--- config.mk ---
export PLATFORM = sky130hd
export DESIGN_NAME = md5ps_fifo
export DESIGN_NICKNAME = d
export VERILOG_FILES = /design/src/rtl/md5ps_pkg.sv /design/src/rtl/md5ps_fifo.sv
export SDC_FILE = /design/constraint.sdc
export NUM_CORES = 1
export LEC_CHECK = 0
export ABC_AREA = 1
export ABC_CLOCK_PERIOD_IN_PS = 6550
export BUFFER_PORTS_ARGS = -buffer_cell sky130_fd_sc_hd__buf_2
export CORE_AREA = 2 2 115 201
export DETAILED_ROUTE_END_ITERATION = 12
export DIE_AREA = 0 0 117 203
export GPL_TIMING_DRIVEN = 0
export HOLD_SLACK_MARGIN = 0.06
export PLACE_DENSITY_LB_ADDON = 0.25
export RECOVER_POWER = 25
export SYNTH_ARGS = -nofsm -noshare
export SYNTH_HDL_FRONTEND = slang
export SYNTH_SLANG_ARGS = --single-unit
--- constraint.sdc ---
create_clock -name clock -period 6.55 [get_ports clock]
set_input_delay 0.655 -clock clock [delete_from_list [all_inputs] [get_ports clock]]
set_output_delay 0.655 -clock clock [all_outputs]
set_load 0.05 [all_outputs]
--- src/rtl/md5ps_pkg.sv ---
// Shared types, codes and MD5 round constants for the preimage search engine.
// No dependencies; every other file imports this package.
package md5ps_pkg;

   // Item kinds passed from the front end to the hash back end
   localparam logic [1:0] KIND_TEST    = 2'd0;
   localparam logic [1:0] KIND_HELD    = 2'd1;
   localparam logic [1:0] KIND_RESTART = 2'd2;

   // Result status codes
   localparam logic [1:0] ST_TESTED    = 2'd0;
   localparam logic [1:0] ST_FOUND     = 2'd1;
   localparam logic [1:0] ST_EXHAUSTED = 2'd2;
   localparam logic [1:0] ST_IDLE      = 2'd3;

   // Configuration register indexes
   localparam logic [2:0] REG_TARGET_HIGH = 3'd0;
   localparam logic [2:0] REG_TARGET_LOW  = 3'd1;
   localparam logic [2:0] REG_CHARS_LOW   = 3'd2;
   localparam logic [2:0] REG_CHARS_HIGH  = 3'd3;
   localparam logic [2:0] REG_ALPHABET    = 3'd4;
   localparam logic [2:0] REG_LIMIT       = 3'd5;
   localparam logic [2:0] REG_START       = 3'd6;

   localparam int QUEUE_DEPTH = 4;
   localparam int ROUNDS      = 64;

   localparam logic [31:0] IV_A = 32'h67452301;
   localparam logic [31:0] IV_B = 32'hefcdab89;
   localparam logic [31:0] IV_C = 32'h98badcfe;
   localparam logic [31:0] IV_D = 32'h10325476;

   localparam logic [31:0] MD5_K [64] = '{
      32'hd76aa478, 32'he8c7b756, 32'h242070db, 32'hc1bdceee,
      32'hf57c0faf, 32'h4787c62a, 32'ha8304613, 32'hfd469501,
      32'h698098d8, 32'h8b44f7af, 32'hffff5bb1, 32'h895cd7be,
      32'h6b901122, 32'hfd987193, 32'ha679438e, 32'h49b40821,
      32'hf61e2562, 32'hc040b340, 32'h265e5a51, 32'he9b6c7aa,
      32'hd62f105d, 32'h02441453, 32'hd8a1e681, 32'he7d3fbc8,
      32'h21e1cde6, 32'hc33707d6, 32'hf4d50d87, 32'h455a14ed,
      32'ha9e3e905, 32'hfcefa3f8, 32'h676f02d9, 32'h8d2a4c8a,
      32'hfffa3942, 32'h8771f681, 32'h6d9d6122, 32'hfde5380c,
      32'ha4beea44, 32'h4bdecfa9, 32'hf6bb4b60, 32'hbebfbc70,
      32'h289b7ec6, 32'heaa127fa, 32'hd4ef3085, 32'h04881d05,
      32'hd9d4d039, 32'he6db99e5, 32'h1fa27cf8, 32'hc4ac5665,
      32'hf4292244, 32'h432aff97, 32'hab9423a7, 32'hfc93a039,
      32'h655b59c3, 32'h8f0ccc92, 32'hffeff47d, 32'h85845dd1,
      32'h6fa87e4f, 32'hfe2ce6e0, 32'ha3014314, 32'h4e0811a1,
      32'hf7537e82, 32'hbd3af235, 32'h2ad7d2bb, 32'heb86d391
   };

   localparam int MD5_S [16] = '{7, 12, 17, 22, 5, 9, 14, 20, 4, 11, 16, 23, 6, 10, 15, 21};

   typedef struct packed {
      logic [1:0]  kind;
      logic        last;     // this test wraps the odometer at the length limit
      logic [4:0]  len;
      logic [63:0] digits;
   } item_type;

   // Rotate amount of round i
   function automatic int md5_shift(input int i);
      return MD5_S[((i / 16) * 4) + (i % 4)];
   endfunction

   // Message word index of round i
   function automatic logic [3:0] md5_index(input int i);
      int g;
      if (i < 16) begin
         g = i;
      end else if (i < 32) begin
         g = 5 * i + 1;
      end else if (i < 48) begin
         g = 3 * i + 5;
      end else begin
         g = 7 * i;
      end
      return 4'(g % 16);
   endfunction

   // Build padded message word g of a candidate of len characters
   function automatic logic [31:0] msg_word(input logic [3:0] g, input logic [4:0] len,
                                            input logic [63:0] digits,
                                            input logic [127:0] chars);
      logic [31:0] w;
      logic [5:0]  p;
      logic [3:0]  d;
      w = '0;
      for (int k = 0; k < 4; k++) begin
         p = {g, 2'(k)};
         d = digits[4 * p[3:0] +: 4];
         if ({1'b0, p} < {2'b00, len}) begin
            w[8 * k +: 8] = chars[8 * d +: 8];
         end else if ({1'b0, p} == {2'b00, len}) begin
            w[8 * k +: 8] = 8'h80;
         end
      end
      if (g == 4'd14) begin
         w = {24'd0, len, 3'b000};
      end
      return w;
   endfunction

endpackage

--- src/rtl/md5ps_fifo.sv ---
// Short item queue between the front end and the hash back end.
// Uses md5ps_pkg for the item type and depth.
module md5ps_fifo import md5ps_pkg::*; (
   input  logic     clock,
   input  logic     reset,
   input  logic     push,
   input  item_type push_item,
   input  logic     pop,
   output logic     full,
   output logic     empty,
   output item_type head_item
);

   localparam int PW = $clog2(QUEUE_DEPTH);

   item_type         mem_ff [QUEUE_DEPTH];
   logic [PW-1:0]    wr_ff, rd_ff;
   logic [PW:0]      count_ff;

   assign full      = count_ff == (PW+1)'(QUEUE_DEPTH);
   assign empty     = count_ff == '0;
   assign head_item = mem_ff[rd_ff];

   // Store pushed items
   always_ff @(posedge clock) begin
      if (push) mem_ff[wr_ff] <= push_item;
   end

   // Move pointers and count
   always_ff @(posedge clock) begin
      if (reset) begin
         wr_ff    <= '0;
         rd_ff    <= '0;
         count_ff <= '0;
      end else begin
         if (push) wr_ff <= wr_ff + 1'b1;
         if (pop)  rd_ff <= rd_ff + 1'b1;
         if (push && !pop) count_ff <= count_ff + 1'b1;
         if (pop && !push) count_ff <= count_ff - 1'b1;
      end
   end

endmodule

Word-level counts from Yosys, hierarchy flattened
Memory sizes are Yosys's and may differ from the RTL's. A register that Yosys moved wholly into a read port is not among the register bits.
Index checks and enable logic that the tools add are counted.
{ "totals": {"wordCells": 21, "regBits": 7, "inputBits": 76, "memories": 1, "mem_bits_rw": 288} }
{ "memory_table": {"columns": ["name", "words", "width", "rd", "rd_ports_with_merged_regs", "wr", "line", "rtl"], "rows": [
  ["mem_ff", 4, 72, 1, 1, 1, "md5ps_fifo.sv:16", "item_type mem_ff [QUEUE_DEPTH];"]
]} }
{ "op_classes": {"muxes": 6, "add_sub_neg": 4, "eq_ne": 1, "n_reduce_logical": 6} }
{ "ops": {"columns": ["operator", "count"], "rows": [
  ["$mux W3", 2],
  ["$add A2 B1 Y2 const B", 2],
  ["$mux W2", 2],
  ["$add A3 B1 Y3 const B", 1],
  ["$eq A3 B3 Y1 const B", 1],
  ["$logic_not A3 Y1", 1],
  ["$sub A3 B1 Y3 const B", 1],
  ["$logic_and A1 B1 Y1", 2],
  ["$logic_not A1 Y1", 2],
  ["$mux W1", 2],
  ["$reduce_bool A2 Y1", 1]
]} }

Depth between registers and ports, before layout
{ "logic_depth": {"ltp_word": 4, "mapped_depth": 10, "mapped_depth_nobuf": 10} }

Worst setup path after synthesis
No wires, ideal clock.
{ "synth_path": {"kind": "input-to-reg", "start": "input push", "end": "memory mem_ff[0][0] (netlist name) (enable)", "arrival_ns": 2.086, "path_buffers": 0, "setup_time_ns": 0.426, "required_ns": 6.124, "setup_slack_ns": 4.038, "path_stages": 2, "path_cell_list": "nand2_1 > inv_1"} }
{ "synth_between": {"elab_chain_cells": 2} }
{ "synth_lines": {"columns": ["item", "line", "rtl"], "rows": [
  ["from (decl)", "md5ps_fifo.sv:6", "input logic push,"],
  ["$mux W1", "md5ps_fifo.sv:26", "if (push) mem_ff[wr_ff] <= push_item;"],
  ["$mux W1 (not written as such)", "md5ps_fifo.sv:26", null],
  ["to (decl)", "md5ps_fifo.sv:16", null]
]} }
No other way between the ends.

==> run summary <==
status = finished, final reports clean
yosys synthesis warning count = 0
Final Critical Period = 2.85 ns
Port Buf Inserts = 149
I/O Pins = 150
GRT Total Usage = 0.200
initial antenna violation count = 2
Setup Skew = 0.0136 ns
CP max stage cell = clkbuf_1
Synth cell types = 24
gp weighted congestion = 0.756
crit-path max FO = 10
critical path's largest stage delay = 0.40 ns
postcts setup bufs = 0
CP Cell Sequence = buf_4 > inv_4 > clkbuf_1 > o21ai_0 > o22ai_2 > buf_2
average size of a mapped cell = 15.3 sq um
CTS tree = built
CTS resizes = 0
CP arrival = 2.20 ns
RSZ-0062 raised after global routing = no
Cells after Synth = 754
Routed Antenna Nets = 0
worst hold path class = input port to register
Nets = 1016
Num Clock Sinks = 297
Comb power frac = 0.153
root buf cell = clkbuf_16
core area = 22100 sq um
first-pass GRT wire length = 35.9 mm
area grow syn2layout = 16.3%
type of origin of the critical path = register
DP Wirelength = 14.7 mm
Flop pwr share = 0.533
drt total wl = 23.7 mm
Syn Nets = 836
f_max = 351 MHz
Post-Syn Area = 11500 sq um
fin util = 0.608
number of hold buffers added after cts = 0
1st-iter DRT viols = 490
most frequent cells in the layout = 288 x edfxtp_1, 140 x o21ai_0, 122 x buf_2
vias per cell = 5.43
H-tree Lvls = 1
gr ovfl total = 0
pwr/cell area = 306 nW/um^2
Die ar. = 23800 sq um
Pint = 0.00302 W
LEAKAGE = 4.59 nW
largest net degree at the start of global routing = 41
via count = 6773
initial core utilization = 0.523
clock buffer depth = 3
Slew HR = 0.613
die height = 203 um
final hold violation count = 0
die width = 117 um
Seq cells post-synth = 297
most common cell after layout, fill and taps aside = edfxtp_1
Worst VDD drop = 0.284 mV
Clock transition at path regs = 0.06 ns
vias in the first global route = 6834
clk_lat worst skew = 0.51 ns
filler instances = 1694
WL/cell = 19.0 um
final setup fails = 0
router iterations before antenna repair = 5
crit-path leading delay family = buffers and inverters
switching part of the total = 0.264
cts bufs inserted = 25
max-cap violation count = 0
Site Rows = 72
switching pwr = 0.00108 W
Seq/Total Area, Yosys = 0.765
clock share of power = 0.315
data required time of the worst path = 5.89 ns
Post-route DRC = 0
Setup crit end kind = primary output
Tcrit/Tclk final = 0.435
kind of critical path = register to primary output
layout cells sized above 1 = 0.292
final setup TNS = 0 ns
worst-margin pin slew = 0.580 ns
Final Max Tran Viols = 0
WP buf/inv = 4
cell families after synthesis:
logic type                 count (synthesis)  share of synthesized area
DFF                                      297                      0.765
and+or+nand+nor                          160                     0.0634
adders and majority gates                  6                    0.00716
AOI/OAI and AO/OA                        227                      0.133
buffers and inverters                     64                     0.0309
synthesized netlist by cell type (all sizes together):
cell,n,share of area
ha,5,0.0054
o21ai,150,0.065
inv,18,0.0065
clkbuf,19,0.0068
nor2,147,0.059
nand4,1,0.00054
a21oi,5,0.0022
o22ai,72,0.066
edfxtp,288,0.75
dfxtp,9,0.016
buf,27,0.018
nand3,1,0.00043
nand2,9,0.0029
fa,1,0.0017
nor3,2,0.00087
stage by stage:
stage | hold slack (ns) | area (sq um) | setup slack (ns) | power [W] | cells
2_1_floorplan | 0.412 | 11500 | 4.04 | 0.00267 | 754
3_3_place_gp | 0.430 | 12700 | 2.72 | 0.00285 | 1199
3_5_place_dp | 0.436 | 12800 | 4.19 | 0.00286 | 1203
4_1_cts | 0.338 | 13500 | 3.64 | 0.00414 | 1246
5_1_grt | 0.358 | 13400 | 3.52 | 0.00425 | 1248
6_report | 0.364 | 13400 | 3.70 | 0.00410 | 1248
per-layer routing:
metal  vias up  wire (um)  part of all wire  GRT usage
li1       3193          -                 -          -
met1      3340       9010              0.38      0.238
met2       201      12700              0.54      0.362
met3        39       1360             0.057     0.0337
met4         0        655             0.028     0.0681
met5         -          0                 0          0
sequential cells by signal, indices dropped and copies added (netlist names), named ones only:
signal / flops
count_ff: 3
rd_ff: 2
wr_ff: 2
mem_ff: 288
worst paths after layout:
| path | from | to | slack (ns) | depth (start not counted) |
|---|---|---|---|---|
| worst max-delay path | register | head_item[20] | 3.70 | 6 |
| worst min-delay path | push_item[54] | mem_ff[2][54] | 0.36 | 1 |
| worst max register to register | wr_ff[0] | mem_ff[0][22] | 4.77 | 5 |
| worst min register to register | rd_ff[1] | register | 0.44 | 1 |
power groups by stage:
stage	logic (W)	registers, W	clock network, W
2_1_floorplan	0.000444	0.00223	0
3_3_place_gp	0.000620	0.00223	0
3_5_place_dp	0.000635	0.00223	0
4_1_cts	0.000637	0.00219	0.00131
5_1_grt	0.000669	0.00219	0.00139
6_report	0.000626	0.00219	0.00129
cell type report:
cell class | instances | area (sq um) | share of cell area
tap | 296 | 370 | 0.0276
clock inverter | 9 | 41.3 | 0.00308
buffer | 46 | 282 | 0.0210
clock buffer | 34 | 659 | 0.0491
inverter | 18 | 85.1 | 0.00634
antenna | 2 | 5.00 | 0.000373
sequential | 297 | 8830 | 0.658
multi-input combinational | 393 | 2350 | 0.175
timing repair buffer | 153 | 793 | 0.0591
Note: power is estimated with default switching activity, not from simulation.
