--- src/rtl/md5ps_pkg.sv ---
// Shared types, codes and MD5 round constants for the preimage search engine.
// No dependencies; every other file imports this package.
package md5ps_pkg;

   // Item kinds passed from the front end to the hash back end
   localparam logic [1:0] KIND_TEST    = 2'd0;
   localparam logic [1:0] KIND_HELD    = 2'd1;
   localparam logic [1:0] KIND_RESTART = 2'd2;

   // Result status codes
   localparam logic [1:0] ST_TESTED    = 2'd0;
   localparam logic [1:0] ST_FOUND     = 2'd1;
   localparam logic [1:0] ST_EXHAUSTED = 2'd2;
   localparam logic [1:0] ST_IDLE      = 2'd3;

   // Configuration register indexes
   localparam logic [2:0] REG_TARGET_HIGH = 3'd0;
   localparam logic [2:0] REG_TARGET_LOW  = 3'd1;
   localparam logic [2:0] REG_CHARS_LOW   = 3'd2;
   localparam logic [2:0] REG_CHARS_HIGH  = 3'd3;
   localparam logic [2:0] REG_ALPHABET    = 3'd4;
   localparam logic [2:0] REG_LIMIT       = 3'd5;
   localparam logic [2:0] REG_START       = 3'd6;

   localparam int QUEUE_DEPTH = 4;
   localparam int ROUNDS      = 64;

   localparam logic [31:0] IV_A = 32'h67452301;
   localparam logic [31:0] IV_B = 32'hefcdab89;
   localparam logic [31:0] IV_C = 32'h98badcfe;
   localparam logic [31:0] IV_D = 32'h10325476;

   localparam logic [31:0] MD5_K [64] = '{
      32'hd76aa478, 32'he8c7b756, 32'h242070db, 32'hc1bdceee,
      32'hf57c0faf, 32'h4787c62a, 32'ha8304613, 32'hfd469501,
      32'h698098d8, 32'h8b44f7af, 32'hffff5bb1, 32'h895cd7be,
      32'h6b901122, 32'hfd987193, 32'ha679438e, 32'h49b40821,
      32'hf61e2562, 32'hc040b340, 32'h265e5a51, 32'he9b6c7aa,
      32'hd62f105d, 32'h02441453, 32'hd8a1e681, 32'he7d3fbc8,
      32'h21e1cde6, 32'hc33707d6, 32'hf4d50d87, 32'h455a14ed,
      32'ha9e3e905, 32'hfcefa3f8, 32'h676f02d9, 32'h8d2a4c8a,
      32'hfffa3942, 32'h8771f681, 32'h6d9d6122, 32'hfde5380c,
      32'ha4beea44, 32'h4bdecfa9, 32'hf6bb4b60, 32'hbebfbc70,
      32'h289b7ec6, 32'heaa127fa, 32'hd4ef3085, 32'h04881d05,
      32'hd9d4d039, 32'he6db99e5, 32'h1fa27cf8, 32'hc4ac5665,
      32'hf4292244, 32'h432aff97, 32'hab9423a7, 32'hfc93a039,
      32'h655b59c3, 32'h8f0ccc92, 32'hffeff47d, 32'h85845dd1,
      32'h6fa87e4f, 32'hfe2ce6e0, 32'ha3014314, 32'h4e0811a1,
      32'hf7537e82, 32'hbd3af235, 32'h2ad7d2bb, 32'heb86d391
   };

   localparam int MD5_S [16] = '{7, 12, 17, 22, 5, 9, 14, 20, 4, 11, 16, 23, 6, 10, 15, 21};

   typedef struct packed {
      logic [1:0]  kind;
      logic        last;     // this test wraps the odometer at the length limit
      logic [4:0]  len;
      logic [63:0] digits;
   } item_type;

   // Rotate amount of round i
   function automatic int md5_shift(input int i);
      return MD5_S[((i / 16) * 4) + (i % 4)];
   endfunction

   // Message word index of round i
   function automatic logic [3:0] md5_index(input int i);
      int g;
      if (i < 16) begin
         g = i;
      end else if (i < 32) begin
         g = 5 * i + 1;
      end else if (i < 48) begin
         g = 3 * i + 5;
      end else begin
         g = 7 * i;
      end
      return 4'(g % 16);
   endfunction

   // Build padded message word g of a candidate of len characters
   function automatic logic [31:0] msg_word(input logic [3:0] g, input logic [4:0] len,
                                            input logic [63:0] digits,
                                            input logic [127:0] chars);
      logic [31:0] w;
      logic [5:0]  p;
      logic [3:0]  d;
      w = '0;
      for (int k = 0; k < 4; k++) begin
         p = {g, 2'(k)};
         d = digits[4 * p[3:0] +: 4];
         if ({1'b0, p} < {2'b00, len}) begin
            w[8 * k +: 8] = chars[8 * d +: 8];
         end else if ({1'b0, p} == {2'b00, len}) begin
            w[8 * k +: 8] = 8'h80;
         end
      end
      if (g == 4'd14) begin
         w = {24'd0, len, 3'b000};
      end
      return w;
   endfunction

endpackage

--- src/rtl/md5ps_front.sv ---
// Front end: takes requests, keeps the odometer, length and exhaust flag,
// and classifies each request into an item for the hash back end. Uses md5ps_pkg.
module md5ps_front import md5ps_pkg::*; #(
   parameter int MAX_LEN     = 16,
   parameter int MAX_CHARSET = 16
) (
   input  logic       clock,
   input  logic       reset,
   input  logic       accept,
   input  logic       restart,
   input  logic [4:0] alphabet_size,
   input  logic [4:0] length_limit,
   input  logic [4:0] start_length,
   output item_type   item
);

   logic [63:0] digits_ff, digits_in;
   logic [4:0]  len_ff, len_in;
   logic        exh_ff, exh_in;

   logic [4:0]  eff_alpha, eff_limit, eff_start, alpha_m1;
   logic [15:0] wrap, carry;
   logic        all_wrap;

   // Clamp configuration values
   always_comb begin
      eff_alpha = alphabet_size;
      if (eff_alpha == 5'd0) eff_alpha = 5'd1;
      if (eff_alpha > 5'(MAX_CHARSET)) eff_alpha = 5'(MAX_CHARSET);
      eff_limit = length_limit;
      if (eff_limit == 5'd0) eff_limit = 5'd1;
      if (eff_limit > 5'(MAX_LEN)) eff_limit = 5'(MAX_LEN);
      eff_start = start_length;
      if (eff_start == 5'd0) eff_start = 5'd1;
      if (eff_start > eff_limit) eff_start = eff_limit;
      alpha_m1 = eff_alpha - 5'd1;
   end

   // Odometer: last character is least significant
   always_comb begin
      for (int i = 0; i < 16; i++) begin
         wrap[i] = {1'b0, digits_ff[4 * i +: 4]} >= alpha_m1;
      end
      for (int i = 0; i < 16; i++) begin
         carry[i] = 1'b1;
         for (int j = 0; j < 16; j++) begin
            if (j > i && 5'(j) < len_ff && !wrap[j]) carry[i] = 1'b0;
         end
      end
      all_wrap = 1'b1;
      for (int j = 0; j < 16; j++) begin
         if (5'(j) < len_ff && !wrap[j]) all_wrap = 1'b0;
      end
   end

   // Classify the request and compute the next odometer state
   always_comb begin
      digits_in = digits_ff;
      len_in    = len_ff;
      exh_in    = exh_ff;
      item.kind   = KIND_TEST;
      item.last   = 1'b0;
      item.len    = len_ff;
      item.digits = digits_ff;
      if (restart) begin
         digits_in   = '0;
         len_in      = eff_start;
         exh_in      = 1'b0;
         item.kind   = KIND_RESTART;
         item.len    = eff_start;
         item.digits = '0;
      end else if (exh_ff) begin
         item.kind = KIND_HELD;
      end else begin
         for (int i = 0; i < 16; i++) begin
            if (5'(i) < len_ff && carry[i]) begin
               digits_in[4 * i +: 4] = wrap[i] ? 4'd0 : digits_ff[4 * i +: 4] + 4'd1;
            end
         end
         if (all_wrap) begin
            if (len_ff < eff_limit) begin
               len_in = len_ff + 5'd1;
            end else begin
               exh_in    = 1'b1;
               item.last = 1'b1;
            end
         end
      end
   end

   // Advance on each accepted transaction
   always_ff @(posedge clock) begin
      if (reset) begin
         digits_ff <= '0;
         len_ff    <= 5'd1;
         exh_ff    <= 1'b0;
      end else if (accept) begin
         digits_ff <= digits_in;
         len_ff    <= len_in;
         exh_ff    <= exh_in;
      end
   end

endmodule

--- config.mk ---
export PLATFORM = sky130hd
export DESIGN_NAME = md5ps_front
export DESIGN_NICKNAME = d
export VERILOG_FILES = /design/src/rtl/md5ps_pkg.sv /design/src/rtl/md5ps_front.sv
export SDC_FILE = /design/constraint.sdc
export NUM_CORES = 1
export LEC_CHECK = 0
export BUFFER_PORTS_ARGS = -buffer_cell sky130_fd_sc_hd__buf_2
export CAP_MARGIN = 0
export CORE_AREA = 5 5 116 118
export CTS_BUF_LIST = sky130_fd_sc_hd__clkbuf_4 sky130_fd_sc_hd__clkbuf_8
export DETAILED_ROUTE_END_ITERATION = 7
export DIE_AREA = 0 0 121 123
export GPL_TIMING_DRIVEN = 0
export PLACE_DENSITY = 0.7
export SYNTH_ARGS = -nofsm -noshare
export SYNTH_HDL_FRONTEND = slang
export SYNTH_SLANG_ARGS = --single-unit
--- constraint.sdc ---
create_clock -name clock -period 9.6 [get_ports clock]
set_clock_uncertainty 0.05 [all_clocks]
set_input_delay 0.96 -clock clock [delete_from_list [all_inputs] [get_ports clock]]
set_output_delay 0.96 -clock clock [all_outputs]
set_load 0.005 [all_outputs]
After elaboration in Yosys (flattened, before gate mapping)
Cells that the tools add are included.
{"block": "word_totals", "regBits": 70, "in_bits": 19, "word_cells": 347}
{"block": "op_classes", "add_sub_neg": 18, "magnitude_cmp": 36, "n_eq_ne": 1, "muxes": 189, "reduce_logical": 85}
{"op": "$mux W1", "n": 143}
{"op": "$mux W4", "n": 32}
{"op": "$mux W64", "n": 2}
{"op": "$ge A4 B5 Y1", "n": 16}
{"op": "$mux W69", "n": 1}
{"op": "$add A4 B1 Y4 const B", "n": 16}
{"op": "$mux W5", "n": 10}
{"op": "$reduce_and A3 Y1", "n": 16}
{"op": "$lt A4 B5 Y1 const A", "n": 8}
{"op": "$reduce_bool A2 Y1", "n": 18}
{"op": "$logic_and A1 B1 Y1", "n": 31}
{"op": "$lt A3 B5 Y1 const A", "n": 4}
{"op": "$logic_not A1 Y1", "n": 16}
{"op": "$logic_not A5 Y1", "n": 3}
{"op": "$gt A5 B5 Y1 const B", "n": 2}
{"op": "$lt A1 B5 Y1 const A", "n": 2}
{"op": "$lt A2 B5 Y1 const A", "n": 2}
{"op": "$add A5 B1 Y5 const B", "n": 1}
{"op": "$gt A5 B5 Y1", "n": 1}
{"op": "$lt A5 B5 Y1", "n": 1}
{"op": "$sub A5 B1 Y5 const B", "n": 1}
{"op": "$reduce_and A4 Y1", "n": 1}
{"op": "$mux W2", "n": 1}
{"op": "$ne A2 B2 Y1 const B", "n": 1}

Depth between registers and ports, before layout
Gate-level depths: netlist of run 1.
{"block": "logic_depth", "word_depth": 27, "ltp_mapped": 16}

Worst setup path before layout of run 1
No wires, ideal clock.
{"block": "synth_timing", "kind": "input to output", "from": "in alphabet_size[1]", "to": "out item[69] (netlist bit)", "t_arrival_ns": 4.313, "setup_slack_ns": 4.277, "path_stages": 13, "n_path_buf": 1, "path_cell_list": "nor3_1 o21bai_1 ha_1 xnor2_1 ha_1 nand2_1 o21ai_0 o211ai_1 a32o_1 buf_2 a211oi_1 nand4_1 nor3_1"}
{"item": "start, declared", "line_no": "md5ps_front.sv:11", "rtl": "input logic [4:0] alphabet_size,"}
{"item": "end, declared", "line_no": "md5ps_front.sv:14", "rtl": "output item_type item"}

==> results of run 1 <==
==> where the power goes <==
group	total, mW	switching (mW)	internal [mW]
Combinational	0.218	0.143	0.0756
Sequential	0.301	0.00645	0.295
Clock	0.294	0.123	0.170
Total	0.813	0.273	0.541
==> worst min path at each step <==
stage | to | slack [ps] | depth (start not counted)
after floorplan | exh_ff$_SDFFE_PP0P_ | 400 | 2
after global placement | exh_ff$_SDFFE_PP0P_ | 420 | 2
after detailed placement | exh_ff$_SDFFE_PP0P_ | 430 | 2
after CTS | digits_ff[28]$_SDFFE_PP0P_ | 440 | 2
after global routing | digits_ff[28]$_SDFFE_PP0P_ | 470 | 2
final | digits_ff[28]$_SDFFE_PP0P_ | 450 | 2
==> flip-flops by register name, summed over array words and instances (netlist names) <==
signal,count
digits_ff,64
len_ff,5
exh_ff,1
==> tightest hold or removal path: stages, from the launching register on <==
cell and delay, ps:
dfxtp_1 340, nand2_1 60, a21oi_1 50
==> final cells by class <==
type	count	area (um2)	area share (%)
clock inverters	3	65.1	0.933
plain buffers	38	166	2.39
clock buffers	13	173	2.48
multi-input cells	657	4320	61.9
inverters	42	158	2.26
flip-flops and latches	70	1400	20.1
well taps	172	215	3.09
repair buffers	92	480	6.89
==> synth_stat cells, types with 9 or more instances <==
library cell and n:
nand2_1 83, nor2_1 76, ha_1 75, dfxtp_1 70, a21oi_1 65, nor2b_1 65, o21ai_0 52, inv_1 42
nand3_1 35, clkbuf_1 28, nor3_1 15, o211ai_1 12, and3_1 11, maj3_1 10, a31oi_1 9, mux2i_1 9
nand2b_1 9, or3_1 9
==> layer usage <==
layer | wire [um] | GRT usage, % | up-vias
met3 | 898 | 3.84 | 33
met2 | 8670 | 41.9 | 174
li1 | - | - | 3101
met5 | 0 | 0 | -
met4 | 399 | 8.71 | 0
met1 | 8160 | 31.5 | 2857
==> through the flow <==
stage	instance area (um2)	setup slack, ps	hold slack [ps]
floorplan	6030	4280	401
global placement	6700	2240	422
detailed placement	6740	3870	433
CTS	6970	3860	445
global route	6970	3600	472
finish	6970	3840	446
==> logic make-up after synthesis <==
kind of cell,Yosys count
buf+inv,80
flops,70
mux,9
xor+xnor,3
simple gates,349
fa+ha+maj,86
compound gates,210
==> impl_metrics.toml, run 1 <==
[placement]
hpwl_um = 13500
numPortBuffers = 90
placed_cells = 1071
routabilityCongestion = 0.914

[global_routing]
grt_overflow = 0
grt_max_degree = 17
grt_usage_pct = 24.5
grt_pass1_vias = 5754
antenna_found_initial = 0
grt_pass1_wl_um = 29000

[detailed_routing]
ant_nets = 0
drc = 0
dr.pass1.iters = 5
vias_per_cell = 5.67
num_vias = 6165
routed_wl_um = 18100
initialDrtViolationCount = 450
wl_per_cell_um = 16.7

[synthesis]
yosysWarnings = 0
synth_seq_cells = 70
synth_compound_area_share_pct = 22.3
postSynthCellCount = 807
synth-simple-area-share_pct = 29.7
synthFlopType = "dfxtp_1"
synth_edf_count = 0
muxShareOfSynthArea_pct = 1.49
synth_largest_area_cell = "dfxtp_1"
synth_top_family_by_area = "simple AND/OR/NAND/NOR gates"
synth_nets = 901
avgSynthCellArea_um2 = 7.47
ys_seq_area_share_pct = 23.2
async_flop_share_pct = 0
syn_area_um2 = 6030
yosysUniqueCellTypes = 72
synth-xor-area-share_pct = 0.436
synth.area.top_cells = "dfxtp_1 23%, ha_1 16%, nor2b_1 6.7%"
synthAdderAreaFrac_pct = 17.5
synth_top_area_share_pct = 23.2

[min_path]
min_path_type = "reg -> reg"
min_from = "digits_ff[28]$_SDFFE_PP0P_"

[critical_path]
ff2ff_path_depth = 12
critPathMaxFanout = 9
crit_start = "alphabet_size[1]"
start_kind = "primary input"
crit_cells = 15
cp_slowest_cell = "xnor2_2"
cp.required_ps = 8590
crit_family = "simple AND/OR/NAND/NOR gates"
slowest_delay_ps = 560
path_class = "in -> out"
path_cells = "buf_2, nor3_1, o21bai_2, ha_1, xnor2_2, buf_8, ha_1, nand2_1, o21ai_0, maj3_1, nand2_1, o221ai_1, nand4_1, nor3_1, buf_2"
r2r_start = "digits_ff[48]$_SDFFE_PP0P_"
timing.rr.end = "digits_ff[15]$_SDFFE_PP0P_"
r2r_slack_ps = 6130
crit_path_end_kind = "output port"
endpoint = "item[69]"
critPathBufInv = 3
arrival_ps = 4750

[run_status]
status = "complete, no violations"

[timing]
fin_setup_tns_ps = 0
fmax_mhz = 174
period_share_pct = 60.0
hold_violations = 0
setup_violations = 0
rsz0062_at_grt = "false"
worstMarginPinSlew_ps = 863
drv_slew = 0
period_needed_ps = 5760
relSlewSlack_pct = 42.5

[floorplanning]
start_util_pct = 48.8
row_count = 41
dieWidth_um = 121
core_area_um2 = 12400
ios = 91
die-area_um2 = 14900
die_height_um = 123

[clocking]
cts_buffer_depth = 2
clock-root-buffer = "clkbuf_8"
ctsResizeCount = 0
post_cts_buffers = 0
clkTransAtPathRegs_ps = 80
cts-buffers-inserted = 9
cts_htree_levels = 3
ctsHoldBuffers = 0
clock_latency_ps = 380
tritoncts = "done"
cts_sinks = 70

[final_layout]
drive_above_1_share_pct = 14.8
area_delta_synth_final_pct = 15.7
layoutNonFillerInstCount = 1087
fillers = 1272
diodes = 0
final_common_cell = "buf_2"
layout_common_cells = "94 x buf_2, 83 x nand2_1, 76 x nor2_1"
fin_nets = 1004
post-route-util_pct = 56.4

[run]
max-cap-violations = 0

[power]
power_per_cell_area_nw_per_um2 = 117
total_power_mw = 0.813
leakagePower_nw = 3.13
worst_ir_drop_vdd_mv = 0.0698
Power figures use the tool's default switching activity.
==> run 2: changes to the inputs <==
--- a/config.mk
+++ b/config.mk
@@ -5,14 +5,15 @@
 export SDC_FILE = /design/constraint.sdc
 export NUM_CORES = 1
 export LEC_CHECK = 0
+export ABC_AREA = 1
 export BUFFER_PORTS_ARGS = -buffer_cell sky130_fd_sc_hd__buf_2
 export CAP_MARGIN = 0
-export CORE_AREA = 5 5 116 118
+export CORE_AREA = 5 5 118 120
 export CTS_BUF_LIST = sky130_fd_sc_hd__clkbuf_4 sky130_fd_sc_hd__clkbuf_8
 export DETAILED_ROUTE_END_ITERATION = 7
-export DIE_AREA = 0 0 121 123
+export DIE_AREA = 0 0 123 125
 export GPL_TIMING_DRIVEN = 0
-export PLACE_DENSITY = 0.7
+export PLACE_DENSITY = 0.71
 export SYNTH_ARGS = -nofsm -noshare
 export SYNTH_HDL_FRONTEND = slang
 export SYNTH_SLANG_ARGS = --single-unit
==> constraint.sdc (replaced) <==
create_clock -name clock -period 5.22 [get_ports clock]
set_clock_uncertainty 0.05 [all_clocks]
set_input_delay 0.522 -clock clock [delete_from_list [all_inputs] [get_ports clock]]
set_output_delay 0.522 -clock clock [all_outputs]
set_load 0.005 [all_outputs]
==> run 2 against run 1 <==
  * Global-route usage is 2.6 points lower
  * Critical path type unchanged
  * Non-clock buffer count is 13 lower
  * Area after synthesis is 2.2% higher
  * Combinational power is 120% higher
  * Clock-buffer cell count stayed put
  * Clock power is 50% higher
  * First-iteration DRC count is 20% lower
==> impl_metrics.toml, run 2 <==
[detailed_routing]
dr.pass1.iters = 6
wl_per_cell_um = 13.5
ant_nets = 0
vias_per_cell = 5.07
routed_wl_um = 16500
initialDrtViolationCount = 362
drc = 0
num_vias = 6221

[power]
clkPwrFrac_pct = 29.3
leakagePower_nw = 3.55
power_frac_seq_pct = 39.0
total_power_mw = 1.50
power_frac_comb_pct = 31.7
power_per_cell_area_nw_per_um2 = 214
sw_frac_of_total_pct = 37.5
worst_ir_drop_vdd_mv = 0.146
power.switching_mw = 0.564
cellInternalPower_mw = 0.940

[timing]
setup_violations = 0
drv_slew = 0
period_needed_ps = 4870
worstMarginPinSlew_ps = 739
fin_setup_tns_ps = 0
hold_violations = 0
holdWs_ps = 388
period_share_pct = 93.3
rsz0062_at_grt = "false"
fmax_mhz = 205
relSlewSlack_pct = 50.8

[final_layout]
top_regs = "digits_ff: 64 flops, len_ff: 5 flops, exh_ff: 1 flops"
layout_common_cells = "167 x nand2_1, 147 x inv_1, 133 x nor2_1"
top_register = "digits_ff"
largest_reg_flops = 64
fin_nets = 1139
layoutNonFillerInstCount = 1226
drive_above_1_share_pct = 15.6
fillers = 1295
area_delta_synth_final_pct = 14.2
final_common_cell = "nand2_1"
post-route-util_pct = 54.7
diodes = 0

[clocking]
cts_sinks = 70
cts-buffers-inserted = 9
clock_latency_ps = 370
cts_buffer_depth = 2
post_cts_buffers = 0
clkTransAtPathRegs_ps = 80
clock-root-buffer = "clkbuf_8"
cts_htree_levels = 3
tritoncts = "done"

[synthesis]
synthFlopType = "dfxtp_1"
synth_seq_cells = 70
yosysUniqueCellTypes = 51
synth_largest_area_cell = "dfxtp_1"
synth_top_area_share_pct = 22.7
avgSynthCellArea_um2 = 6.52
syn_area_um2 = 6160
yosys.cell_count.top_type = "nand2_1"
async_flop_share_pct = 0
synth_common_cells = "167 x nand2_1, 147 x inv_1, 133 x nor2_1"
synth_nets = 1039
postSynthCellCount = 945
synth.area.top_cells = "dfxtp_1 23%, ha_1 15%, nand2_1 10%"
ys_seq_area_share_pct = 22.7
yosysWarnings = 0
synth_edf_count = 0

[global_routing]
grt_max_degree = 20
antenna_found_initial = 0
grt_usage_pct = 22.0
grt_pass1_wl_um = 27500
grt_overflow = 0
grt_pass1_vias = 5670

[floorplanning]
row_count = 42
die-area_um2 = 15400
dieWidth_um = 123
start_util_pct = 47.9
core_area_um2 = 12900
die_height_um = 125
ios = 91

[min_path]
min_from = "accept"
min_path_type = "in -> reg"

[run]
max-cap-violations = 0

[critical_path]
cp.required_ps = 4650
r2r_slack_ps = 2400
r2r_start = "digits_ff[52]$_SDFFE_PP0P_"
endpoint = "item[69]"
critPathMaxFanout = 19
timing.rr.end = "digits_ff[31]$_SDFFE_PP0P_"
ff2ff_path_depth = 19
path_class = "in -> out"
crit_path_end_kind = "output port"
arrival_ps = 4300
start_kind = "primary input"
crit_start = "alphabet_size[2]"

[placement]
placed_cells = 1210
numPortBuffers = 88
routabilityCongestion = 0.851
hpwl_um = 12700

[run_status]
status = "complete, no violations"
-- run 2: layout make-up --
cell class                 instances  area, um2  area share (%)
multi-input combinational        692       4060            57.7
sequential                        70       1400            19.9
timing repair buffer              89        455            6.47
tap                              176        220            3.13
inverter                         155        582            8.27
clock inverter                     3       17.5           0.249
clock buffer                      13        173            2.45
buffer                            28        125            1.78
-- run 2: worst min path at each step --
stage / slack [ps] / cells past startpoint / to
CTS: 380 / 3 / exh_ff$_SDFFE_PP0P_
finish: 390 / 3 / exh_ff$_SDFFE_PP0P_
detailed placement: 420 / 2 / digits_ff[63]$_SDFFE_PP0P_
floorplan: 400 / 2 / exh_ff$_SDFFE_PP0P_
global route: 400 / 3 / exh_ff$_SDFFE_PP0P_
global placement: 420 / 2 / digits_ff[63]$_SDFFE_PP0P_
-- run 2: what timing repair did --
item,in CTS,in global routing
gates resized for setup,0,1
endpoints found under the setup margin,0,1
hold buffers,0,0
-- run 2: metal layers --
| metal | up-vias | global-route usage [%] | share of wire (%) |
|---|---|---|---|
| met1 | 2766 | 30.4 | 48 |
| met5 | - | 0 | 0 |
| met4 | 0 | 6.84 | 1.5 |
| met3 | 20 | 3.07 | 5.5 |
| met2 | 151 | 35.3 | 45 |
| li1 | 3284 | - | - |
-- run 2: power groups by stage --
stage / logic [mW] / clock network (mW) / registers, mW
2_1_floorplan: 0.349 / 0 / 0.592
3_3_place_gp: 0.461 / 0 / 0.599
3_5_place_dp: 0.474 / 0 / 0.599
4_1_cts: 0.476 / 0.447 / 0.587
5_1_grt: 0.547 / 0.473 / 0.592
6_report: 0.476 / 0.440 / 0.587
-- run 2: critical path, cell delays in order --
cell	delay, ps
buf_2	120
nor2_2	140
nand2_2	90
nand2_2	70
nand2_2	330
ha_2	370
xor2_2	520
buf_8	230
ha_1	150
nand3_1	70
nand3_1	100
nand2_1	70
nand3_2	80
nand2_1	60
nand2_1	100
nand2_4	70
nor2_8	100
nand3_4	90
nor2_4	130
nand4_2	130
nor2_4	150
nand4_2	130
inv_1	100
nand3_1	60
nor2_1	150
buf_2	140
-- run 2: cell families after synthesis --
kind of cell | count (synthesis) | synth area share [%]
xor+xnor | 19 | 2.70
flops | 70 | 22.7
buf+inv | 183 | 11.5
fa+ha+maj | 75 | 15.2
simple gates | 434 | 32.2
compound gates | 164 | 15.7
-- run 2: per-stage QoR --
step | instance area (um2) | setup slack, ps
final | 7040 | 350
after global routing | 7040 | 23.5
after CTS | 7030 | 232
after detailed placement | 6840 | 246
after global placement | 6820 | -538
after floorplan | 6160 | 1050
